==> src/hw/rtl/cgt_pkg.sv <==
// shared types and constants for the csr graph traversal engine
package cgt_pkg;

    localparam int MAX_VERTICES_DEF = 1024;
    localparam int MAX_EDGES_DEF    = 4096;
    localparam int CMD_W            = 2;
    localparam int FIELD_W          = 13;
    localparam int CNT_W            = 11;

    typedef enum logic [1:0] {
        CMD_WR_OFFSET = 2'd0,
        CMD_WR_TARGET = 2'd1,
        CMD_START     = 2'd2,
        CMD_NEXT      = 2'd3
    } cmd_t;

    localparam logic CFG_VERTEX_COUNT = 1'b0;
    localparam logic CFG_ORDER_MODE   = 1'b1;

    typedef struct packed {
        cmd_t               cmd;
        logic [FIELD_W-1:0] index;
        logic [FIELD_W-1:0] value;
    } cgt_op_t;

    typedef enum logic [3:0] {
        ST_IDLE,
        ST_CLEAR,
        ST_TAKE,
        ST_TAKE_WAIT,
        ST_LO,
        ST_HI,
        ST_EDGE,
        ST_EDGE_WAIT,
        ST_MARK,
        ST_EMIT
    } eng_state_t;

endpackage

==> src/hw/rtl/cgt_front.sv <==
// front end: takes beats and queues them for the engine
module cgt_front
    import cgt_pkg::*;
(
    input  logic          clk,
    input  logic          rst_n,
    input  logic          in_valid,
    output logic          in_ready,
    input  cgt_op_t       in_op,
    output logic          q_valid,
    input  logic          q_ready,
    output cgt_op_t       q_op
);

    localparam int DEPTH = 2;

    cgt_op_t    slot_reg [DEPTH];
    logic       wr_ptr_reg, wr_ptr_next;
    logic       rd_ptr_reg, rd_ptr_next;
    logic [1:0] cnt_reg, cnt_next;
    logic       push, pop;

    assign in_ready = (cnt_reg != 2'(DEPTH));
    assign q_valid  = (cnt_reg != 2'd0);
    assign q_op     = slot_reg[rd_ptr_reg];
    assign push     = in_valid && in_ready;
    assign pop      = q_valid && q_ready;

    always_comb
    begin
        wr_ptr_next = push ? ~wr_ptr_reg : wr_ptr_reg;
        rd_ptr_next = pop ? ~rd_ptr_reg : rd_ptr_reg;
        cnt_next    = cnt_reg + 2'(push) - 2'(pop);
    end

    always_ff @(posedge clk or negedge rst_n)
    begin
        if (!rst_n)
        begin
            wr_ptr_reg <= 1'b0;
            rd_ptr_reg <= 1'b0;
            cnt_reg    <= 2'd0;
        end
        else
        begin
            wr_ptr_reg <= wr_ptr_next;
            rd_ptr_reg <= rd_ptr_next;
            cnt_reg    <= cnt_next;
        end
    end

    always_ff @(posedge clk)
    begin
        if (push)
        begin
            slot_reg[wr_ptr_reg] <= in_op;
        end
    end

endmodule

==> config.mk <==
export PLATFORM = sky130hd
export DESIGN_NAME = cgt_front
export DESIGN_NICKNAME = d
export VERILOG_FILES = /design/src/hw/rtl/cgt_pkg.sv /design/src/hw/rtl/cgt_front.sv
export SDC_FILE = /design/constraint.sdc
export NUM_CORES = 1
export LEC_CHECK = 0
export ABC_AREA = 1
export BUFFER_PORTS_ARGS = -buffer_cell sky130_fd_sc_hd__buf_2
export CELL_PAD_IN_SITES_DETAIL_PLACEMENT = 1
export CELL_PAD_IN_SITES_GLOBAL_PLACEMENT = 2
export CORE_ASPECT_RATIO = 1.4
export CORE_MARGIN = 2
export CORE_UTILIZATION = 36
export CTS_BUF_LIST = sky130_fd_sc_hd__clkbuf_16
export CTS_CLUSTER_SIZE = 8
export DETAILED_ROUTE_END_ITERATION = 12
export PLACE_DENSITY_LB_ADDON = 0.1
export SLEW_MARGIN = 40
export SYNTH_ARGS = -nofsm -noshare
export SYNTH_HDL_FRONTEND = slang
export SYNTH_SLANG_ARGS = --single-unit
==> constraint.sdc <==
create_clock -name clk -period 6.7 [get_ports clk]
set_input_delay 0.67 -clock clk [delete_from_list [all_inputs] [get_ports clk]]
set_output_delay 0.67 -clock clk [all_outputs]
set_load 0.01 [all_outputs]
==> summary.md, run 1 <==
| Metric | Value |
|---|---|
| R2r endpoint | `slot_reg[1][0]` |
| Max reg flops | `56` |
| Post-CTS Hold Buffers | `0` |
| Synth top area share | `about 74%` |
| Seq/Total Area, Yosys | `78.5%` |
| Die Area | `between 6000 and 7000 um^2` |
| Die height | `about 98 um` |
| Worst-case clock buffer depth | `2` |
| Clock sink total | `60` |
| CP arrival | `around 1800 ps` |
| Mapped cell area | `between 2000 and 2500 um^2` |
| Most frequent cells in the layout | `97 x nand2_1, 61 x buf_2, 56 x edfxtp_1` |
| Fmax | `about 400 MHz` |
| WL/cell | `between 10 and 15 um` |
| Final WL | `4.33 mm` |
| Area fraction in compound gates after synthesis | `0%` |
| Post-Synth Adder-Cell Area | `approximately 1.1%` |
| Final hold violation count | `0` |
| Maximum fanout along the worst path | `30` |
| Setup ws final | `between 4000 and 5000 ps` |
| Crit Path Category | `flip-flop to primary output` |
| DRC viols | `0` |
| Worst EP required | `between 6000 and 7000 ps` |
| Layout cells sized above 1 | `between 30 and 40%` |
| Combinational family with the most area after synthesis | `simple AND/OR/NAND/NOR gates` |
| Final setup vio count | `0` |
| Post-route clock skew | `5.73 ps` |
| Cts repair resizes | `0` |
| Cell taking the most area after synthesis | `edfxtp_1` |
| CTS tree | `done` |
| # IOs | `62` |
| Power per cell area | `between 400 and 500 nW/um^2` |
| Port Buffer Count | `61` |
| Clock Latency Late Sink | `~310 ps` |
| Commonest non-fill, non-tap cell in the layout | `nand2_1` |
| Pre-CTS setup slack | `~4500 ps` |
| Worst reg2reg setup slack | `about 5200 ps` |
| Simple-gate share of the synthesized area | `16.9%` |
| Largest net degree at the start of global routing | `31` |
| Mux share of post-synthesis cell area | `0%` |
| Core Rows | `34` |
| Setup TNS | `0 ps` |
| Initial antenna violation count | `0` |
| Worst Tran Pin Value | `roughly 550 ps` |
| Vias in the first global route | `about 1500` |
| H-tree depth | `3` |
| Worst r2r src | `cnt_reg[1]` |
| Outcome | `finished, final reports clean` |
| Syn avg cell area | `around 13 um^2` |
| Pins Over Slew Limit | `0` |
| Clk slew on worst S/H paths | `roughly 50 ps` |
| First-pass GRT wire length | `slightly above 7 mm` |
| Final ANT Viol Nets | `0` |
| Tot GR Track Use | `14.0%` |
| Post-DP HPWL | `2.90 mm` |
| Area Overhead vs Synth | `28.7%` |
| RSZ-0062 raised after global routing | `no` |
| Drt first pass iters | `4` |
| Placer Congestion | `between 0.7 and 0.8` |
| Leak pwr | `around 1.3 nW` |
| Postcts setup bufs | `0` |
| CTS Root Cell | `clkbuf_16` |
| Syn_nets | `approximately 210` |
| Synth top area cells | `edfxtp_1 74%, nand2_1 16%, dfrtp_1 4.4%` |
| VDD IR max | `0.000230 V` |
| Nets | `between 200 and 300` |
| 1st-iter DRT viols | `75` |
| CP endpoint kind | `primary output` |
| GRT Residual Overflow | `0` |
| Startpoint Class | `flip-flop` |
| Average vias per placed instance | `between 4 and 5` |
| Filler cells | `690` |
| Rel. slew slack | `63.3%` |
| Synth unique cells | `11` |
| Worst hold path class | `input pin to asynchronous set/reset pin` |
| Core Area | `about 6000 um^2` |
| Post-Synthesis Cells | `around 180` |
| Synth Warn # | `0` |
| Ant. Diodes | `0` |
| Initial Utilization | `between 30 and 40%` |
| Worst setup startpoint | `rd_ptr_reg` |
| Period utilisation layout | `a little over a third` |
| Die W | `just over 70 um` |
| Max-cap check violation count | `0` |
| CTS Buf Count | `9` |
| Register bit total from synthesis | `60` |
| Final min period | `2430 ps` |
| Via count | `between 1000 and 1500` |
| R2R depth | `4` |
| Post-synthesis xor/xnor area fraction | `0%` |
## per-layer routing
layer	track usage, %	wire length, um
met1	16.5	1770
met2	22.9	2250
met3	3.82	206
met4	7.84	99
met5	0	0
## kinds of logic (layout without fill, tap and decap cells)
kind of cell  after synthesis  count (layout)
fa+ha+maj                   2               2
simple gates              101             101
buf+inv                    15              86
flops                      60              60
## critical path: stages, from the launching register on
cell and delay [ps]:
dfrtp_2 700, inv_2 390, nand2_1 140, nand2_1 70
buf_2 140
## worst max-delay path by stage
stage	to	slack [ps]	cells after the start
after floorplan	slot_reg[1][0]	4340	2
after global placement	q_op[24]	4070	4
after detailed placement	q_op[24]	4530	4
after CTS	q_op[0]	4190	4
after global routing	q_op[12]	4080	4
final	q_op[0]	4270	4
## metrics by stage
step	total power [mW]	util, %	cells	hold WS, ps	cell area [um^2]
after global routing	1.44	47.4	321	151	2920
after detailed placement	0.950	42.7	306	464	2640
after global placement	0.945	42.7	306	455	2630
final	1.35	47.4	321	157	2920
after floorplan	0.799	-	178	374	2270
after CTS	1.37	47.1	320	147	2910
## cell type report
type,instances,area [um^2],area share [%]
Sequential cell,60,1780,61.0
Timing Repair Buffer,63,328,11.2
Inverter,9,33.8,1.16
Clock buffer,9,225,7.71
Tap cell,72,90.1,3.08
Multi-Input combinational cell,103,415,14.2
Clock inverter,5,47.5,1.63
## power breakdown
group / total [mW] / switching (mW) / internal, mW
clock network: 0.415 / 0.137 / 0.278
logic: 0.368 / 0.236 / 0.132
registers: 0.564 / 0.0496 / 0.515
## synthesized netlist by cell type
| cell type | instances |
|---|---|
| nand2_1 | 97 |
| edfxtp_1 | 56 |
| inv_1 | 8 |
| dfrtp_1 | 4 |
| nand3_1 | 3 |
| buf_2 | 2 |
| buf_4 | 2 |
| buf_6 | 2 |
| ha_1 | 2 |
| inv_2 | 1 |
| nor2_1 | 1 |
Note: power is estimated with default switching activity, not from simulation.
==> run 2, diff against run 1 <==
--- a/config.mk
+++ b/config.mk
@@ -11,7 +11,7 @@
 export CELL_PAD_IN_SITES_GLOBAL_PLACEMENT = 2
 export CORE_ASPECT_RATIO = 1.4
 export CORE_MARGIN = 2
-export CORE_UTILIZATION = 36
+export CORE_UTILIZATION = 33
 export CTS_BUF_LIST = sky130_fd_sc_hd__clkbuf_16
 export CTS_CLUSTER_SIZE = 8
 export DETAILED_ROUTE_END_ITERATION = 12
==> constraint.sdc (replaced) <==
create_clock -name clk -period 2.3 [get_ports clk]
set_input_delay 0.23 -clock clk [delete_from_list [all_inputs] [get_ports clk]]
set_output_delay 0.23 -clock clk [all_outputs]
set_load 0.01 [all_outputs]
==> run 2 against run 1 <==
Compared with the run above: sequential share of layout area fell by 0.84 points; non-clock buffer count rose by 3; worst setup slack got worse by 3600 ps; combinational power rose to 3.2 times the previous value; count of clock-buffer cells in the layout did not move; die area rose by 8.6%; first-iteration DRC count fell by 47%; critical path type unchanged; critical endpoint is now q_op[20].
==> summary.md, run 2 (same netlist as run 1, synthesis figures left out) <==
| Metric | Value |
|---|---|
| Outcome | `finished, final reports clean` |
| Filler cells | `roughly 730` |
| Pins Over Slew Limit | `0` |
| Initial Utilization | `approximately 34%` |
| GRT Residual Overflow | `0` |
| CTS Root Cell | `clkbuf_16` |
| WL/cell | `12.8 um` |
| Port Buffer Count | `61` |
| Startpoint Class | `flip-flop` |
| Finished Core Util | `about 45%` |
| CP arrival | `roughly 1400 ps` |
| Worst hold margin | `approximately 100 ps` |
| Design area | `slightly below 3000 um^2` |
| Tot GR Track Use | `between 10% and 20%` |
| DRC viols | `0` |
| Maximum fanout along the worst path | `29` |
| Die W | `between 70 and 80 um` |
| VDD IR max | `0.000661 V` |
| Initial antenna violation count | `0` |
| Commonest non-fill, non-tap cell in the layout | `nand2_1` |
| Placer Congestion | `roughly 0.72` |
| Core Area | `around 6600 um^2` |
| Area of the multi-input gates | `between 400 and 500 um^2` |
| Design Power | `3.95 mW` |
| P_sw | `between 1 and 1.5 mW` |
| Power per cell area | `approximately 1300 nW/um^2` |
| CP endpoint kind | `primary output` |
| Rel. slew slack | `around 64%` |
| Average vias per placed instance | `between 4 and 5` |
| Setup ws final | `approximately 640 ps` |
| Worst hold path class | `input pin to flip-flop` |
| Core Rows | `35` |
| Die height | `102 um` |
| 1st-iter DRT viols | `40` |
| Placed insts | `roughly 330` |
| Worst path cell trace | `inv_2 -> nand2_1 -> nand2_1 -> buf_2` |
| Worst-case clock buffer depth | `2` |
| Final WL | `between 4 and 5 mm` |
| Most frequent cells in the layout | `97 x nand2_1, 61 x buf_2, 56 x edfxtp_1` |
| CTS Buf Count | `9` |
| Sequential Power Share | `between 30% and 40%` |
| Post-route clock skew | `approximately 5.2 ps` |
| Post-DP HPWL | `slightly below 3 mm` |
| Pre-CTS setup slack | `between 800 and 900 ps` |
| Die Area | `about 7600 um^2` |
| Worst Tran Pin Value | `around 540 ps` |
| Crit Path Category | `flip-flop to primary output` |
| Worst EP required | `2070 ps` |
| Final setup vio count | `0` |
| Internal power | `between 2 and 3 mW` |
| WP buf/inv | `2` |
| Leak pwr | `1.32 nW` |
| Finished Layout Cells | `344` |
| # IOs | `62` |
| Max reg flops | `between 50 and 60` |
| CP delay by family, top | `buffers and inverters` |
| Sw Ratio | `between 30% and 40%` |
| Post-DP Area | `approximately 2700 um^2` |
| Clock Latency Late Sink | `310 ps` |
| RSZ-0062 raised after global routing | `no` |
| Clock sink total | `60` |
| Fmax | `roughly 600 MHz` |
| Area Overhead vs Synth | `30.4%` |
| Clk slew on worst S/H paths | `around 50 ps` |
| Final ANT Viol Nets | `0` |
| Largest net degree at the start of global routing | `30` |
| Nets | `between 200 and 300` |
| First-pass GRT wire length | `between 7 and 8 mm` |
| Via count | `around 1500` |
| Slowest stage delay, CP | `about 400 ps` |
| Worst path slowest cell | `inv_2` |
| Layout cells sized above 1 | `a little under a third` |
| Setup TNS | `0 ps` |
| Period utilisation layout | `between 70 and 80%` |
| Final hold violation count | `0` |
| Vias in the first global route | `~1500` |
| CP most frequent cell | `nand2_1` |
| CTS tree | `done` |
| Comb power frac | `~30%` |
| Postcts setup bufs | `0` |
| Ant. Diodes | `0` |
| Final min period | `about 1700 ps` |
| Drt first pass iters | `4` |
| Max-cap check violation count | `0` |
| H-tree depth | `3` |
| Power share of the clock group | `a little over 30%` |
| Reg area | `~1800 um^2` |
run 2: power groups by stage:
stage | registers [mW] | logic [mW] | clock network [mW]
6_report | 1.56 | 1.18 | 1.20
4_1_cts | 1.56 | 1.23 | 1.23
5_1_grt | 1.58 | 1.36 | 1.28
2_1_floorplan | 1.58 | 0.753 | 0
3_3_place_gp | 1.57 | 1.22 | 0
3_5_place_dp | 1.58 | 1.23 | 0
run 2: final cells by class:
cell class / count / area share, %
clock buffers: 9 / 7.60
multi-input cells: 103 / 14.0
well taps: 92 / 3.89
inverters: 9 / 1.14
flip-flops and latches: 60 / 60.2
repair buffers: 66 / 11.7
clock inverters: 5 / 1.52
run 2: routing by layer:
layer	vias up	share of wire, %	GRT usage [%]
met2	48	54	22.7
met3	6	5.8	3.85
li1	729	-	-
met5	-	0	0
met4	0	1.9	7.55
met1	686	39	14.0
run 2: worst paths after layout:
kind                            depth (start not counted)  slack [ps]             end  startpoint
worst min register to register                          2         480      wr_ptr_reg  wr_ptr_reg
worst min-delay path                                    1         100  slot_reg[1][2]    in_op[2]
max in group asynchronous                               2        1930      rd_ptr_reg       rst_n
min in group asynchronous                               2         250      cnt_reg[0]       rst_n
worst max register to register                         10         840      cnt_reg[1]  cnt_reg[1]
worst max-delay path                                    4         640        q_op[20]  rd_ptr_reg
run 2: worst register-to-register path, stage by stage, from the launching register on:
cell and delay (ps):
dfrtp_1 380, inv_1 80, nand2_1 90, nand2_1 90, inv_1 50, ha_1 290, inv_1 60, ha_1 170
inv_1 50, nand2_1 50, nand2_1 40
run 2: repair_timing:
| action | CTS | global route |
|---|---|---|
| endpoints found under the hold margin | 4 | 0 |
| hold buffers | 1 | 0 |
| gates resized for setup | 0 | 0 |
